File: config.mk
export PLATFORM = sky130hd
export DESIGN_NAME = addressed_serial_frame_parser
export DESIGN_NICKNAME = d
export VERILOG_FILES = /design/src/rtl/afp_pkg.sv /design/src/rtl/afp_parse_core.sv /design/src/rtl/afp_out_reg.sv /design/src/rtl/addressed_serial_frame_parser.sv
export SDC_FILE = /design/constraint.sdc
export NUM_CORES = 1
export LEC_CHECK = 0
export ABC_AREA = 1
export BUFFER_PORTS_ARGS = -buffer_cell sky130_fd_sc_hd__buf_2
export CAP_MARGIN = 15
export CORE_MARGIN = 2
export CORE_UTILIZATION = 36
export DETAILED_ROUTE_END_ITERATION = 10
export MAX_ROUTING_LAYER = met4
export PLACE_DENSITY = 0.5
export SYNTH_ARGS = -nofsm -noshare
export SYNTH_HDL_FRONTEND = slang
export SYNTH_SLANG_ARGS = --single-unit
File: constraint.sdc
create_clock -name clock -period 2.15 [get_ports clock]
set_input_delay 0.43 -clock clock [delete_from_list [all_inputs] [get_ports clock]]
set_output_delay 0.43 -clock clock [all_outputs]
set_load 0.02 [all_outputs]
File: src/rtl/afp_pkg.sv
// Package for the addressed serial frame parser.
// Holds shared constants, register indexes and the structs passed between modules.
// No dependencies.
package afp_pkg;

   // Configuration port
   localparam int unsigned CSR_DATA_W  = 8;
   localparam int unsigned CSR_INDEX_W = 2;

   localparam logic [CSR_INDEX_W-1:0] CSR_START_MARKER   = 2'd0;
   localparam logic [CSR_INDEX_W-1:0] CSR_END_MARKER     = 2'd1;
   localparam logic [CSR_INDEX_W-1:0] CSR_DEVICE_ADDRESS = 2'd2;

   localparam logic [7:0] START_MARKER_RST   = 8'hAA;
   localparam logic [7:0] END_MARKER_RST     = 8'h55;
   localparam logic [7:0] DEVICE_ADDRESS_RST = 8'h01;

   // Length field width, in range 8 to 16
   localparam int unsigned LENGTH_BITS_DEF = 16;

   // Header byte counter values at which the two length bytes arrive
   localparam logic [2:0] HDR_LEN_HI = 3'd3;
   localparam logic [2:0] HDR_LEN_LO = 3'd4;

   // Stream widths
   localparam int unsigned REQ_DATA_W = 8;
   localparam int unsigned RSP_DATA_W = 8;
   localparam int unsigned RSP_USER_W = 2;

   typedef struct packed {
      logic [7:0] start_marker;
      logic [7:0] end_marker;
      logic [7:0] device_address;
   } afp_cfg_type;

   typedef struct packed {
      logic       payload_valid;
      logic [7:0] payload_byte;
      logic       payload_last;
      logic       checksum_error;
   } afp_result_type;

endpackage

File: src/rtl/afp_parse_core.sv
// Frame parsing state and the per-byte result logic.
// Depends on afp_pkg for the configuration and result structs.
module afp_parse_core
   import afp_pkg::*;
#(
   parameter int unsigned LENGTH_BITS = LENGTH_BITS_DEF
) (
   input  logic           clock,
   input  logic           reset,
   input  logic           advance,   // byte in rx_byte is consumed this cycle
   input  logic [7:0]     rx_byte,
   input  afp_cfg_type    cfg,
   output afp_result_type result
);

   typedef enum logic [2:0] {
      PH_START = 3'd0,
      PH_ADDR  = 3'd1,
      PH_LEN   = 3'd2,
      PH_CHECK = 3'd3,
      PH_END   = 3'd4,
      PH_DATA  = 3'd5
   } phase_type;

   phase_type              phase_ff, phase_in;
   logic [2:0]             header_count_ff, header_count_in;
   logic [7:0]             running_sum_ff, running_sum_in;
   logic [LENGTH_BITS-1:0] frame_length_ff, frame_length_in;
   logic [LENGTH_BITS-1:0] payload_count_ff, payload_count_in;

   logic [2:0]             header_count_inc;
   logic [7:0]             running_sum_add;
   logic [LENGTH_BITS-1:0] payload_count_inc;
   logic                   abandon;

   assign header_count_inc  = header_count_ff + 3'd1;
   assign running_sum_add   = running_sum_ff + rx_byte;
   assign payload_count_inc = payload_count_ff + LENGTH_BITS'(1);

   // Work out the next parse state and the result for this byte
   always_comb begin
      phase_in         = phase_ff;
      header_count_in  = header_count_ff;
      running_sum_in   = running_sum_ff;
      frame_length_in  = frame_length_ff;
      payload_count_in = payload_count_ff;
      abandon          = 1'b0;
      result           = '0;

      unique case (phase_ff)
         PH_START: begin
            if (rx_byte == cfg.start_marker) begin
               header_count_in = header_count_inc;
               running_sum_in  = running_sum_add;
               phase_in        = PH_ADDR;
            end else begin
               abandon = 1'b1;
            end
         end
         PH_ADDR: begin
            if (rx_byte == cfg.device_address) begin
               header_count_in = header_count_inc;
               running_sum_in  = running_sum_add;
               phase_in        = PH_LEN;
            end else begin
               abandon = 1'b1;
            end
         end
         PH_LEN: begin
            header_count_in = header_count_inc;
            running_sum_in  = running_sum_add;
            priority if (header_count_inc == HDR_LEN_HI) begin
               frame_length_in = LENGTH_BITS'(rx_byte);
            end else if (header_count_inc == HDR_LEN_LO) begin
               frame_length_in = LENGTH_BITS'({frame_length_ff[7:0], rx_byte});
               phase_in        = PH_CHECK;
            end
         end
         PH_CHECK: begin
            if (running_sum_ff == rx_byte) begin
               phase_in = PH_END;
            end else begin
               result.checksum_error = 1'b1;
               abandon               = 1'b1;
            end
         end
         PH_END: begin
            // A zero length closes the frame at the end marker
            if (rx_byte == cfg.end_marker && frame_length_ff != '0) begin
               phase_in = PH_DATA;
            end else begin
               abandon = 1'b1;
            end
         end
         PH_DATA: begin
            result.payload_valid = 1'b1;
            result.payload_byte  = rx_byte;
            payload_count_in     = payload_count_inc;
            if (payload_count_inc == frame_length_ff) begin
               result.payload_last = 1'b1;
               abandon             = 1'b1;
            end
         end
         default: begin
            abandon = 1'b1;
         end
      endcase

      // Drop the frame and wait for a new start marker
      if (abandon) begin
         phase_in         = PH_START;
         header_count_in  = '0;
         running_sum_in   = '0;
         frame_length_in  = '0;
         payload_count_in = '0;
      end
   end

   // Hold parse state; advance once per consumed byte
   always_ff @(posedge clock) begin
      if (reset) begin
         phase_ff         <= PH_START;
         header_count_ff  <= '0;
         running_sum_ff   <= '0;
         frame_length_ff  <= '0;
         payload_count_ff <= '0;
      end else if (advance) begin
         phase_ff         <= phase_in;
         header_count_ff  <= header_count_in;
         running_sum_ff   <= running_sum_in;
         frame_length_ff  <= frame_length_in;
         payload_count_ff <= payload_count_in;
      end
   end

endmodule

File: src/rtl/afp_out_reg.sv
// Result register driving the rsp_ stream.
// Depends on afp_pkg for the result struct.
module afp_out_reg
   import afp_pkg::*;
(
   input  logic           clock,
   input  logic           reset,
   input  logic           load,       // new result enters this cycle
   input  afp_result_type result,
   output logic           can_load,   // register is empty or being emptied
   output logic           rsp_tvalid,
   input  logic           rsp_tready,
   output logic [RSP_DATA_W-1:0] rsp_tdata,  // [7:0] payload_byte
   output logic           rsp_tlast,  // payload_last
   output logic [RSP_USER_W-1:0] rsp_tuser   // [0] payload_valid, [1] checksum_error
);

   logic           valid_ff, valid_in;
   afp_result_type data_ff;

   assign can_load = !valid_ff || rsp_tready;

   always_comb begin
      valid_in = valid_ff;
      if (load) begin
         valid_in = 1'b1;
      end else if (rsp_tready) begin
         valid_in = 1'b0;
      end
   end

   // Hold the result until the transaction completes
   always_ff @(posedge clock) begin
      if (reset) begin
         valid_ff <= 1'b0;
      end else begin
         valid_ff <= valid_in;
      end
   end

   always_ff @(posedge clock) begin
      if (load) begin
         data_ff <= result;
      end
   end

   assign rsp_tvalid = valid_ff;
   assign rsp_tdata  = data_ff.payload_byte;
   assign rsp_tlast  = data_ff.payload_last;
   assign rsp_tuser  = {data_ff.checksum_error, data_ff.payload_valid};

endmodule

File: src/rtl/addressed_serial_frame_parser.sv
// Top level of the addressed serial frame parser: input register, configuration
// registers, parse core and result register. Depends on afp_pkg, afp_parse_core
// and afp_out_reg.
//
//   channel  direction  transaction                 payload
//   req_     in         req_tvalid & req_tready     tdata[7:0] rx_byte
//   rsp_     out        rsp_tvalid & rsp_tready     tdata[7:0] payload_byte, tlast payload_last,
//                                                   tuser[0] payload_valid, tuser[1] checksum_error
//   csr_     in         csr_we                      csr_index, csr_wdata (write only)
//
// One byte per cycle sustained while rsp_tready stays high; each byte's result goes from the
// input register through the parse logic into the result register, which drives rsp_.
// The parse state updates as a byte moves from the input register into the result register.
// Reset is synchronous: it empties both registers, clears the parse state and loads
// the register defaults.
// With rsp_tready low the result holds, one more byte waits in the input register,
// and req_tready then drops.
module addressed_serial_frame_parser
   import afp_pkg::*;
#(
   parameter int unsigned LENGTH_BITS = LENGTH_BITS_DEF
) (
   input  logic                   clock,
   input  logic                   reset,
   // Input stream
   input  logic                   req_tvalid,
   output logic                   req_tready,
   input  logic [REQ_DATA_W-1:0]  req_tdata,   // [7:0] rx_byte
   // Result stream
   output logic                   rsp_tvalid,
   input  logic                   rsp_tready,
   output logic [RSP_DATA_W-1:0]  rsp_tdata,   // [7:0] payload_byte
   output logic                   rsp_tlast,   // payload_last
   output logic [RSP_USER_W-1:0]  rsp_tuser,   // [0] payload_valid, [1] checksum_error
   // Configuration
   input  logic                   csr_we,
   input  logic [CSR_INDEX_W-1:0] csr_index,
   input  logic [CSR_DATA_W-1:0]  csr_wdata
);

   logic           in_valid_ff, in_valid_in;
   logic [7:0]     in_byte_ff;
   logic           can_load;
   logic           advance;
   logic           req_take;
   afp_cfg_type    cfg_ff;
   afp_result_type result;

   assign advance    = in_valid_ff && can_load;
   assign req_tready = !in_valid_ff || can_load;
   assign req_take   = req_tvalid && req_tready;

   // Input register
   always_comb begin
      in_valid_in = in_valid_ff;
      if (req_take) begin
         in_valid_in = 1'b1;
      end else if (advance) begin
         in_valid_in = 1'b0;
      end
   end

   always_ff @(posedge clock) begin
      if (reset) begin
         in_valid_ff <= 1'b0;
      end else begin
         in_valid_ff <= in_valid_in;
      end
   end

   always_ff @(posedge clock) begin
      if (req_take) begin
         in_byte_ff <= req_tdata[7:0];
      end
   end

   // Configuration registers; writes to unknown indexes are dropped
   always_ff @(posedge clock) begin
      if (reset) begin
         cfg_ff.start_marker   <= START_MARKER_RST;
         cfg_ff.end_marker     <= END_MARKER_RST;
         cfg_ff.device_address <= DEVICE_ADDRESS_RST;
      end else if (csr_we) begin
         unique case (csr_index)
            CSR_START_MARKER:   cfg_ff.start_marker   <= csr_wdata;
            CSR_END_MARKER:     cfg_ff.end_marker     <= csr_wdata;
            CSR_DEVICE_ADDRESS: cfg_ff.device_address <= csr_wdata;
            default: ;
         endcase
      end
   end

   afp_parse_core #(
      .LENGTH_BITS (LENGTH_BITS)
   ) u_core (
      .clock   (clock),
      .reset   (reset),
      .advance (advance),
      .rx_byte (in_byte_ff),
      .cfg     (cfg_ff),
      .result  (result)
   );

   afp_out_reg u_out (
      .clock      (clock),
      .reset      (reset),
      .load       (advance),
      .result     (result),
      .can_load   (can_load),
      .rsp_tvalid (rsp_tvalid),
      .rsp_tready (rsp_tready),
      .rsp_tdata  (rsp_tdata),
      .rsp_tlast  (rsp_tlast),
      .rsp_tuser  (rsp_tuser)
   );

endmodule

* Word-level counts from Yosys, hierarchy flattened
Index checks and enable logic that the tools add are counted.
** Word-level totals
- Word-level logic and storage cells :: 95
- Register bits after elaboration :: 91
** Cells by class
- Muxes and demuxes :: 33
- Reductions and logical operators :: 24
- Add/subtract/negate cells :: 3
- Equality and inequality tests :: 20
** Operators with widths (number)
- $mux W16 :: 6
- $eq A8 B8 Y1 :: 4
- $mux W3 :: 10
- $mux W8 :: 3
- $pmux W8 S3 :: 1
- $add A16 B1 Y16 const B :: 1
- $eq A16 B16 Y1 :: 1
- $reduce_bool A16 Y1 :: 1
- $ne A3 B1 Y1 const B :: 5
- $pmux W3 S5 :: 1
- $mux W10 :: 1
- $eq A3 B2 Y1 const B :: 3
- $eq A3 B3 Y1 const B :: 3
- $mux W1 :: 9
- $pmux W3 S3 :: 1
- $add A8 B8 Y8 :: 1
- $reduce_and A2 Y1 :: 4
- $reduce_and A8 Y1 :: 1
- $reduce_bool A2 Y1 :: 4
- $pmux W1 S6 :: 1
- $reduce_bool A6 Y1 :: 1
- $reduce_and A4 Y1 :: 1
- $reduce_bool A4 Y1 :: 1
- $add A3 B1 Y3 const B :: 1
- 11 further kinds :: 15

* Logic depth before layout (Yosys ltp)
Gate-level depths: netlist of run 1.
- Depth after elaboration :: 6
- Gate-level depth with buffers :: 18
- Gate-level depth less buffers :: 16

* Modules after synthesis
From an unflattened synthesis of run 1, not the netlist that was laid out.
** Second synthesis, totals
- Cells, all modules :: 817
- Area total of the unflattened synthesis :: 5662.9 um^2
** By module, submodules not included
- afp_parse_core :: sequential area each 920.9 um^2, instances 1, cells an instance 645, area an instance 3955.0 um^2
- addressed_serial_frame_parser :: sequential area each 740.7 um^2, instances 1, cells an instance 156, area an instance 1335.0 um^2
- afp_out_reg :: sequential area each 350.3 um^2, instances 1, cells an instance 16, area an instance 372.9 um^2

* Worst setup path after synthesis of run 1
No wires, ideal clock.
- Path kind :: reg-to-reg
- Start point :: register in_byte_ff[6]
- End point :: register u_core.frame_length_ff[10]
- Path slack :: -0.224 ns
- Cell stages (with the launch flop) :: 16
- Data arrival time :: 2.309 ns
- Library setup time :: 0.065 ns
- Period minus slack after synthesis :: 2.374 ns
- Data required time :: 2.085 ns
- Buffers on the path :: 2
- Cells stage by stage :: edfxtp_1 > ha_1 > inv_2 > nand2_1 > nor3_1 > nand3_1 > and2_1 > a21oi_1 > nand3_1 > nor2_2 > buf_2 > buf_4 > nand3_1 > nand3_1 > nand2_1 > nor2_1
** Between the ends
- Longest elaborated chain between the ends :: 6
- Elaborated cells between the ends (all ways) :: 14
** Ends and longest elaborated chain
- start, declared :: RTL line addressed_serial_frame_parser.sv:42 : logic [7:0] in_byte_ff;
- start signal, assigned :: RTL line addressed_serial_frame_parser.sv:73 : in_byte_ff <= req_tdata[7:0];
- $eq A8 B8 Y1 :: RTL line afp_parse_core.sv:89 : if (rx_byte == cfg.end_marker && frame_length_ff != '0) begin
- $logic_and A1 B1 Y1 :: RTL line afp_parse_core.sv:89
- $mux W1 :: RTL line afp_parse_core.sv:89
- $pmux W1 S6 (*) :: RTL line afp_parse_core.sv:50 : unique case (phase_ff)
- $reduce_bool A3 Y1 (no line) / $reduce_bool A2 Y1 (equally long branches)
- $reduce_and A3 Y1 (no line)
- end signal, assigned :: RTL line afp_parse_core.sv:131 : frame_length_ff <= frame_length_in;
- end, declared :: RTL line afp_parse_core.sv:28 : logic [LENGTH_BITS-1:0] frame_length_ff, frame_length_in;
Mark *: on every way between the ends. The rest lies on a longest branch, timed or not.
A chain may end at the register's enable or synchronous reset.

* Worst setup path after layout of run 1
- Start point :: register in_byte_ff[5]
- End point :: register u_core.payload_count_ff[2]
** Between the ends
- Longest elaborated chain between the ends :: 6
- Elaborated cells between the ends (all ways) :: 13
** Ends and longest elaborated chain
- $eq A8 B8 Y1 :: RTL line afp_parse_core.sv:89
- $logic_and A1 B1 Y1 :: RTL line afp_parse_core.sv:89
- $mux W1 :: RTL line afp_parse_core.sv:89
- $pmux W1 S6 (*) :: RTL line afp_parse_core.sv:50
- $reduce_bool A2 Y1 (no line)
- $reduce_and A2 Y1 (no line)
- end signal, assigned :: RTL line afp_parse_core.sv:132 : payload_count_ff <= payload_count_in;
- end, declared :: RTL line afp_parse_core.sv:29 : logic [LENGTH_BITS-1:0] payload_count_ff, payload_count_in;
Marks and branches as above.

==> results of run 1 <==
==> registers in the layout (all words and copies together) (netlist names) <==
register                 count
u_core.frame_length_ff      16
u_out.rsp_tlast              1
u_out.rsp_tuser              2
u_core.header_count_ff       3
u_core.phase_ff              3
cfg_ff                      24
in_byte_ff                   8
in_valid_ff                  1
u_core.payload_count_ff     16
u_out.rsp_tdata              8
u_core.running_sum_ff        8
u_out.rsp_tvalid             1
==> final timing paths <==
check / from / endpoint / slack (ps) / depth (start not counted)
max: in_byte_ff[5] / u_core.payload_count_ff[2] / -140 / 14
max reg2reg: in_byte_ff[5] / u_core.payload_count_ff[2] / -140 / 14
min: req_tdata[6] / in_byte_ff[6] / 240 / 1
min reg2reg: cfg_ff[2] / cfg_ff[2] / 470 / 2
==> stage by stage <==
step	utilization	setup TNS [ps]	setup WS, ps	area (µm²)
3_3_place_gp	0.4409	-7622	-233.9	6432
2_1_floorplan	-	-859.4	-31.36	5489
3_5_place_dp	0.4409	-8669	-272.1	6432
6_report	0.5136	-4483	-136.9	7492
4_1_cts	0.4961	-3915	-128.4	7237
5_1_grt	0.5136	-11690	-295.0	7492
==> power by group through the flow <==
stage                     registers, W  clock network [W]  logic (W)
after detailed placement       0.00201                  0    0.00116
final                          0.00198            0.00169    0.00145
after global routing           0.00200            0.00179    0.00160
after CTS                      0.00197            0.00173    0.00134
after floorplan                0.00201                  0   0.000769
after global placement         0.00200                  0    0.00115
==> routing by layer <==
| layer | GRT usage | share of wire | vias up |
|---|---|---|---|
| met4 | 0.07434 | 0.015 | 0 |
| met1 | 0.2678 | 0.47 | 2616 |
| met5 | - | 0 | - |
| li1 | - | - | 2889 |
| met2 | 0.3347 | 0.48 | 93 |
| met3 | 0.02615 | 0.033 | 16 |
==> repair_timing <==
| action | 4_1_cts | 5_1_grt |
|---|---|---|
| resized for setup | 77 | 50 |
| buffers inserted | 8 | 2 |
| setup endpoints to repair | 47 | 47 |
| gates cloned | 4 | 3 |
| pin swaps | 18 | 9 |
==> kinds of logic after synthesis <==
| group | count (synthesis) | synth area share |
|---|---|---|
| AND/OR/NAND/NOR | 482 | 0.3917 |
| AO/OA/AOI/OAI | 88 | 0.08322 |
| buffers and inverters | 121 | 0.09295 |
| adder cells (fa/ha/maj) | 12 | 0.02921 |
| flip-flops | 91 | 0.3727 |
| XOR/XNOR | 17 | 0.03013 |
==> cell type report <==
class / count / area, µm²
fillers: 1424 / 7097
multi-input cells: 599 / 3356
flip-flops and latches: 91 / 2022
repair buffers: 140 / 1250
inverters: 85 / 326.6
clock buffers: 10 / 239.0
well taps: 184 / 230.2
clock inverters: 6 / 68.82
==> cell usage in the layout, fill, tap and decap left out, types with 3 or more instances in the layout <==
cell type    n
dfxtp_1     68
buf_12      10
nor2_4       5
ha_1         4
o21ai_1      4
buf_8        3
a21oi_1     44
edfxtp_1    19
ha_4         7
o21ai_0     18
nand4_1     11
nand3_4      6
buf_4       79
buf_6        7
nand2_1    189
inv_4        3
nor2_2       8
nor3_1       6
nor2_1      95
buf_16       3
xor2_1       6
nand3_2     34
nand3_1    108
xnor2_1      9
inv_2        7
a21oi_2     17
or2_2        9
buf_2       35
inv_6        3
inv_1       74
clkbuf_16   12
==> metrics.cfg, run 1 <==
[sta]
finalCritPeriodShare = 1.064
layout_setup_ws_ps = -136.9
hold_slack_ps = 240.4
hold_viol = 0
rsz0062_at_grt = true
drv_slew = 0
max_freq_mhz = 437.3
tightest_slew_ps = 594.0
skew_ps = 12.32
max_slew_margin = 0.6029
setup-violations-final = 46
min_period_ps = 2287

[worst_setup_path]
crit_fanout = 16
crit_chain = ha_4, inv_4, nand2_2, nor3_2, nand3_1, and2_4, a21oi_2, nand3_2, nor2_4, buf_8, nand3_4, buf_16, a21oi_1, nor2_1
cpLargestDelayFamily = simple AND/OR/NAND/NOR gates
crit_arrival_ps = 2530
max_stage_delay_ps = 440
critical_path_class = flip-flop to flip-flop
cp-end-kind = flip-flop
required_ps = 2390
start_kind = flip-flop
critPathBufInv = 3
crit_slowest_cell = edfxtp_1

[yosys]
ys_async_sr_fraction = 0
synth.most_common_cell = nand2_1
synth_area_um2 = 5398
synth_area_leaders = dfxtp_1, nand2_1, nand3_1
yosysSeqAreaShare = 0.3727
synth_top_area_frac = 0.2670
synth_fp_nets = 846
synth_warnings = 0
ys_ff_latch = 91
synth.largest_area_cell = dfxtp_1
synth-edff-count = 19
yosys-top-cells-count = nand2_1, nand3_1, nor2_1, inv_1, dfxtp_1
synth-main-ff-cell = dfxtp_1
avgSynthCellArea_um2 = 6.656
synth_cells = 811
yosysUniqueCellTypes = 33

[floorplan]
ioPinCount = 36
rows = 44
die_y_um = 126.5
start_util = 0.3700
die_area_um2 = 15990
die_w_um = 126.5
core_um2 = 14590

[clocking]
cts_buffer_depth = 2
cts_tree = built
cts_made_buffers = 9
cts.reportedPaths.clkPinSlew_ps = 70
clock_latency_ps = 360
cts_num_sinks = 91
htreeDepth = 3
cts_hold_buf = 0
cts-root-buf = clkbuf_16

[placed_design]
dp.final_hpwl_um = 10770
dp.cells = 1084
portBuffers = 35
gp_congestion = 0.8863

[global_route]
grt_pass1_wl_um = 26170
grt_antenna_before_repair = 0
track_usage = 0.2073
grt_pass1_vias = 5400
grt-ovfl-total = 0
grt_max_degree = 71

[run]
maxCapViolations = 0

[power_and_ir_drop]
netSwitchingFraction = 0.3194
p_leak_nw = 3.339
fin_total_pwr_w = 0.005115
p_int_w = 0.003481
clkPwrFrac = 0.330
power_density_nw_per_um2 = 682.7
peakVddDrop_mv = 0.3252
comb_power_share = 0.283
p_sw_w = 0.001634
seqPwrFrac = 0.387

[layout]
drive_gt1_frac = 0.2857
diodes = 0
instances_no_fill = 1115
areaGrowthSynthToFinish_pct = 38.80
nNetsFinal = 961

[routing]
dr.pass1.iters = 4
drc = 0
vias = 5614
wirelength_um = 15760
drtIter0Drc = 347
antenna_left = 0
wire_per_inst_um = 14.13
routed_via_density = 5.035

[run_status]
outcome = finished with violations
violations = setup timing

[min_path]
min_path_type = primary input to flip-flop

Note: power is estimated with default switching activity, not from simulation.
==> run 2: changes to the inputs <==
--- a/config.mk
+++ b/config.mk
@@ -8,5 +8,5 @@
 export ABC_AREA = 1
 export BUFFER_PORTS_ARGS = -buffer_cell sky130_fd_sc_hd__buf_2
-export CAP_MARGIN = 15
+export CAP_MARGIN = 10
 export CORE_MARGIN = 2
 export CORE_UTILIZATION = 36
==> constraint.sdc (replaced) <==
create_clock -name clock -period 2.15 [get_ports clock]
set_input_delay 0.43 -clock clock [delete_from_list [all_inputs] [get_ports clock]]
set_output_delay 0.43 -clock clock [all_outputs]
set_load 0.1 [all_outputs]
==> run 2 against run 1 <==
Compared with the run above:
- die area did not move
- flip-flop and latch count did not move
- critical path depth rose by 1
- maximum frequency fell by 6.5%
- the flow still finishes with violations (setup timing)
- critical endpoint unchanged
==> metrics.cfg, run 2 (synthesis gave the netlist of run 1 again) <==
[worst_setup_path]
crit_arrival_ps = 2680
worst_path_most_repeated_cell = nand3_4
max_stage_delay_ps = 350
start_kind = flip-flop
crit_slowest_cell = dfxtp_2
cpLargestDelayFamily = simple AND/OR/NAND/NOR gates
crit_fanout = 8
required_ps = 2390
cp-end-kind = flip-flop
critical_path_class = flip-flop to flip-flop
crit_chain = ha_4, nand2_4, nor2_4, buf_6, nand3_4, xnor3_1, nand2_1, nor2_2, nand3_4, buf_12, nand3_4, bufbuf_16, nand3_1, nand2_1, nor2_1
critPathBufInv = 3

[global_route]
grt_antenna_before_repair = 0
grt_pass1_wl_um = 26290
grt_max_degree = 72
grt-ovfl-total = 0
grt_pass1_vias = 5500
track_usage = 0.2075

[sta]
layout_setup_ws_ps = -296.9
rsz0062_at_grt = true
max_freq_mhz = 408.7
setup-violations-final = 47
skew_ps = 9.929
hold_viol = 0
tns_ps = -10850
tightest_slew_ps = 659.6
finalCritPeriodShare = 1.138
max_slew_margin = 0.5596
drv_slew = 0
min_period_ps = 2447

[floorplan]
die_y_um = 126.5
rows = 44
start_util = 0.3700
die_w_um = 126.5
die_area_um2 = 15990
core_um2 = 14590
ioPinCount = 36

[run_status]
violations = setup timing
outcome = finished with violations

[routing]
wire_per_inst_um = 14.32
drc = 0
routed_via_density = 5.090
antenna_left = 0
wirelength_um = 16270
vias = 5782
dr.pass1.iters = 5
drtIter0Drc = 342

[layout]
drive_gt1_frac = 0.3099
reg.largest.list = cfg_ff (24), u_core.frame_length_ff (16), u_core.payload_count_ff (16)
diodes = 0
nNetsFinal = 982
fillers = 1362
areaGrowthSynthToFinish_pct = 42.84
design_area_um2 = 7710
post-route-util = 0.5285
largest_register_ffs = 24
regMostFlops = cfg_ff
final_common_cell = nand2_1
final_cell_mix = nand2_1, nand3_1, nor2_1

[placed_design]
dp.final_hpwl_um = 10720
portBuffers = 35
place_area_um2 = 6564
gp_congestion = 0.8747

[power_and_ir_drop]
power_density_nw_per_um2 = 692.1
peakVddDrop_mv = 0.4248
fin_total_pwr_w = 0.005336
p_leak_nw = 3.455

[min_path]
min_path_type = primary input to flip-flop

[clocking]
cts_tree = built
cts_made_buffers = 9
cts.reportedPaths.clkPinSlew_ps = 70
cts_hold_buf = 0
cts-root-buf = clkbuf_16
clock_latency_ps = 350
htreeDepth = 3
cts_num_sinks = 91
cts_buffer_depth = 2

[run]
maxCapViolations = 0

==> run 2: where the power goes <==
group          switching, W  internal (W)  total, W
Clock              0.000729      0.000949   0.00168
Combinational      0.000890      0.000785   0.00168
Sequential         0.000117       0.00187   0.00198
==> run 2: final cells by class <==
cell class	count	area, µm²	area share
Clock buffer	10	239.0	0.03100
Inverter	85	321.6	0.04171
Timing Repair Buffer	161	1438	0.1865
Sequential cell	91	2026	0.2627
Multi-Input combinational cell	599	3383	0.4388
Clock inverter	6	72.57	0.009413
Tap cell	184	230.2	0.02986
==> run 2: per-stage QoR <==
| stage | hold WS [ps] | cells | setup slack [ps] |
|---|---|---|---|
| final | 255.8 | 1136 | -296.9 |
| after global routing | 243.3 | 1136 | -443.5 |
| after CTS | 242.0 | 1134 | -185.2 |
| after detailed placement | 457.8 | 1086 | -289.8 |
| after global placement | 456.7 | 1086 | -274.6 |
| after floorplan | 440.7 | 811 | -48.69 |
==> run 2: timing repair <==
| item | in CTS | in global routing |
|---|---|---|
| setup buffers | 25 | 5 |
| setup endpoints to repair | 46 | 47 |
| resized for setup | 77 | 41 |
| cloned | 7 | 2 |
| pin swaps | 11 | 30 |
==> run 2: final timing paths <==
kind	from	endpoint	slack, ps	cells after the start
worst max register to register	u_core.payload_count_ff[1]	u_core.payload_count_ff[2]	-300	15
worst max-delay path	u_core.payload_count_ff[1]	u_core.payload_count_ff[2]	-300	15
worst min register to register	cfg_ff[7]	cfg_ff[7]	470	2
worst min-delay path	req_tdata[6]	in_byte_ff[6]	260	1
==> run 2: layer usage <==
metal,share of wire,track usage,up-vias
li1,-,-,2924
met1,0.46,0.2690,2701
met2,0.48,0.3448,140
met3,0.046,0.02235,17
met4,0.012,0.05818,0
met5,0,-,-
==> run 3: changes to the inputs <==
- REMOVE_ABC_BUFFERS: default -> 1
==> run 3 against run 2 <==
Compared with the run above:
- the flow still finishes with violations (setup timing)
- design area is 2.5% lower
- sequential share of layout area is 0.62 points higher
- flip-flop and latch count stayed put
- global-route usage is 0.061 points lower
- clock power is 13% lower
- register-to-register slack better by 80 ps
- die area stayed put
- via count is 1.3% lower
- combinational power is 8% lower
- maximum frequency is 3.4% higher
- largest cell class unchanged
==> metrics.cfg, run 3 (synthesis gave the netlist of run 1 again) <==
[global_route]
grtUsageMet2 = 0.3473
grt_pass1_vias = 5415
grtUsageMet3 = 0.03543
grt_antenna_before_repair = 0
grt_use_met1 = 0.2478
grt_max_degree = 104
track_usage = 0.2069
top_usage_layer = met2
grt-ovfl-total = 0
grt_pass1_wl_um = 26030

[layout]
final_cell_mix = nand2_1, nand3_1, nor2_1
largest_register_ffs = 24
nNetsFinal = 971
final_common_cell = nand2_1
reg.largest.list = cfg_ff (24), u_core.frame_length_ff (16), u_core.payload_count_ff (16)
post-route-util = 0.5154
diodes = 0
design_area_um2 = 7518
regMostFlops = cfg_ff
areaGrowthSynthToFinish_pct = 39.29
drive_gt1_frac = 0.2774

[floorplan]
start_util = 0.3700
die_w_um = 126.5
ioPinCount = 36
rows = 44
core_um2 = 14590
die_y_um = 126.5
die_area_um2 = 15990

[power_and_ir_drop]
clkPwrFrac = 0.294
p_int_w = 0.003362
fin_total_pwr_w = 0.005006
comb_power_share = 0.310
p_leak_nw = 3.406
netSwitchingFraction = 0.3283
peakVddDrop_mv = 0.4737
power_density_nw_per_um2 = 665.8
p_sw_w = 0.001643
seqPwrFrac = 0.396

[sta]
min_period_ps = 2366
layout_setup_ws_ps = -215.7
skew_ps = 5.805
hold_viol = 0
hold_slack_ps = 253.0
drv_slew = 0
max_freq_mhz = 422.7
tightest_slew_ps = 486.5
max_slew_margin = 0.6715
finalCritPeriodShare = 1.100
setup-violations-final = 47
rsz0062_at_grt = true

[run_status]
outcome = finished with violations
violations = setup timing

[worst_setup_path]
critPathBufInv = 3
start_kind = flip-flop
required_ps = 2390
max_stage_delay_ps = 360
reg2regPathDepth = 17
crit_arrival_ps = 2610
critical_path_class = flip-flop to flip-flop
r2r-end = u_core.running_sum_ff[3]
worst_path_most_repeated_cell = nand3_2
rrSetupSlack_ps = -220
r2r_start = u_core.payload_count_ff[1]
crit_fanout = 11
cp-end-kind = flip-flop
crit_chain = ha_4, nand2_4, nor2_4, buf_8, nand3_2, nand3_2, nand2_2, nor2_2, nand3_2, nor2_4, nand3_4, buf_12, nand3_4, clkbuf_16, nand3_2, nand2_1, nor2_1
cpLargestDelayFamily = simple AND/OR/NAND/NOR gates
crit_slowest_cell = dfxtp_4

[clocking]
cts-root-buf = clkbuf_16
cts_num_sinks = 91
cts_made_buffers = 9
clock_latency_ps = 350
cts.reportedPaths.clkPinSlew_ps = 70
htreeDepth = 3
cts_tree = built
cts_buffer_depth = 2

[routing]
vias = 5708
drc = 0
dr.pass1.iters = 5
antenna_left = 0
wirelength_um = 15990
routed_via_density = 5.074
drtIter0Drc = 350
wire_per_inst_um = 14.21

[run]
maxCapViolations = 0

[placed_design]
place_area_um2 = 6352
portBuffers = 35
dp_slack_ps = -301.3
dp.final_hpwl_um = 10650
gp_congestion = 0.8834

[min_path]
hold_start = req_tdata[0]
whs_path_depth = 1
min_path_type = primary input to flip-flop
min_to = in_byte_ff[0]

[run 3: cell count changes in the layout (fill, tap and decap cells not counted), sizes merged]
cell | previous run | this run
clkinv | 4 | 5
inv | 86 | 84
bufinv | 1 | 0
buf | 158 | 146
clkbuf | 12 | 14
clkinvlp | 0 | 1
[run 3: metal layers]
| layer | part of all wire | routed length (µm) |
|---|---|---|
| met4 | 0.021 | 333 |
| met1 | 0.45 | 7157 |
| met5 | 0 | 0 |
| met2 | 0.49 | 7905 |
| met3 | 0.037 | 591 |
[run 3: layout make-up]
| class | count | area (µm²) |
|---|---|---|
| Fill cell | 1393 | 7071 |
| Multi-Input combinational cell | 599 | 3297 |
| Tap cell | 184 | 230.2 |
| Sequential cell | 91 | 2022 |
| Inverter | 85 | 319.1 |
| Timing Repair Buffer | 150 | 1386 |
| Clock buffer | 11 | 232.7 |
| Clock inverter | 5 | 31.28 |
[run 3: metrics by stage]
stage          TNS, ps  instances
6_report         -6686       1125
5_1_grt         -14690       1125
3_5_place_dp     -9712       1081
3_3_place_gp     -9087       1081
4_1_cts          -4396       1116
2_1_floorplan  -174520        775
[run 3: worst max path at each step]
stage | from | endpoint | slack (ps) | depth (start not counted)
after floorplan | u_out.rsp_tvalid | u_core.frame_length_ff[0] | -2960 | 4
after global placement | in_byte_ff[4] | u_core.phase_ff[0] | -260 | 11
after detailed placement | in_byte_ff[6] | u_core.phase_ff[2] | -300 | 13
after CTS | u_core.payload_count_ff[1] | u_core.phase_ff[1] | -130 | 16
after global routing | u_core.payload_count_ff[1] | u_core.running_sum_ff[6] | -380 | 17
final | u_core.payload_count_ff[1] | u_core.running_sum_ff[3] | -220 | 17
[run 3: timing repair]
action                     in CTS  in global routing
hold buffers                    0                  0
pin swaps                      27                 23
resized for setup              58                 56
setup endpoints to repair      47                 47
setup buffers                  13                  6
gates cloned                    6                  3
[run 3: power by group through the flow]
stage	Sequential [W]	Clock [W]	Combinational, W
2_1_floorplan	0.00206	0	0.000694
3_3_place_gp	0.00200	0	0.00120
3_5_place_dp	0.00200	0	0.00121
4_1_cts	0.00198	0.00152	0.00145
5_1_grt	0.00200	0.00158	0.00171
6_report	0.00198	0.00147	0.00155
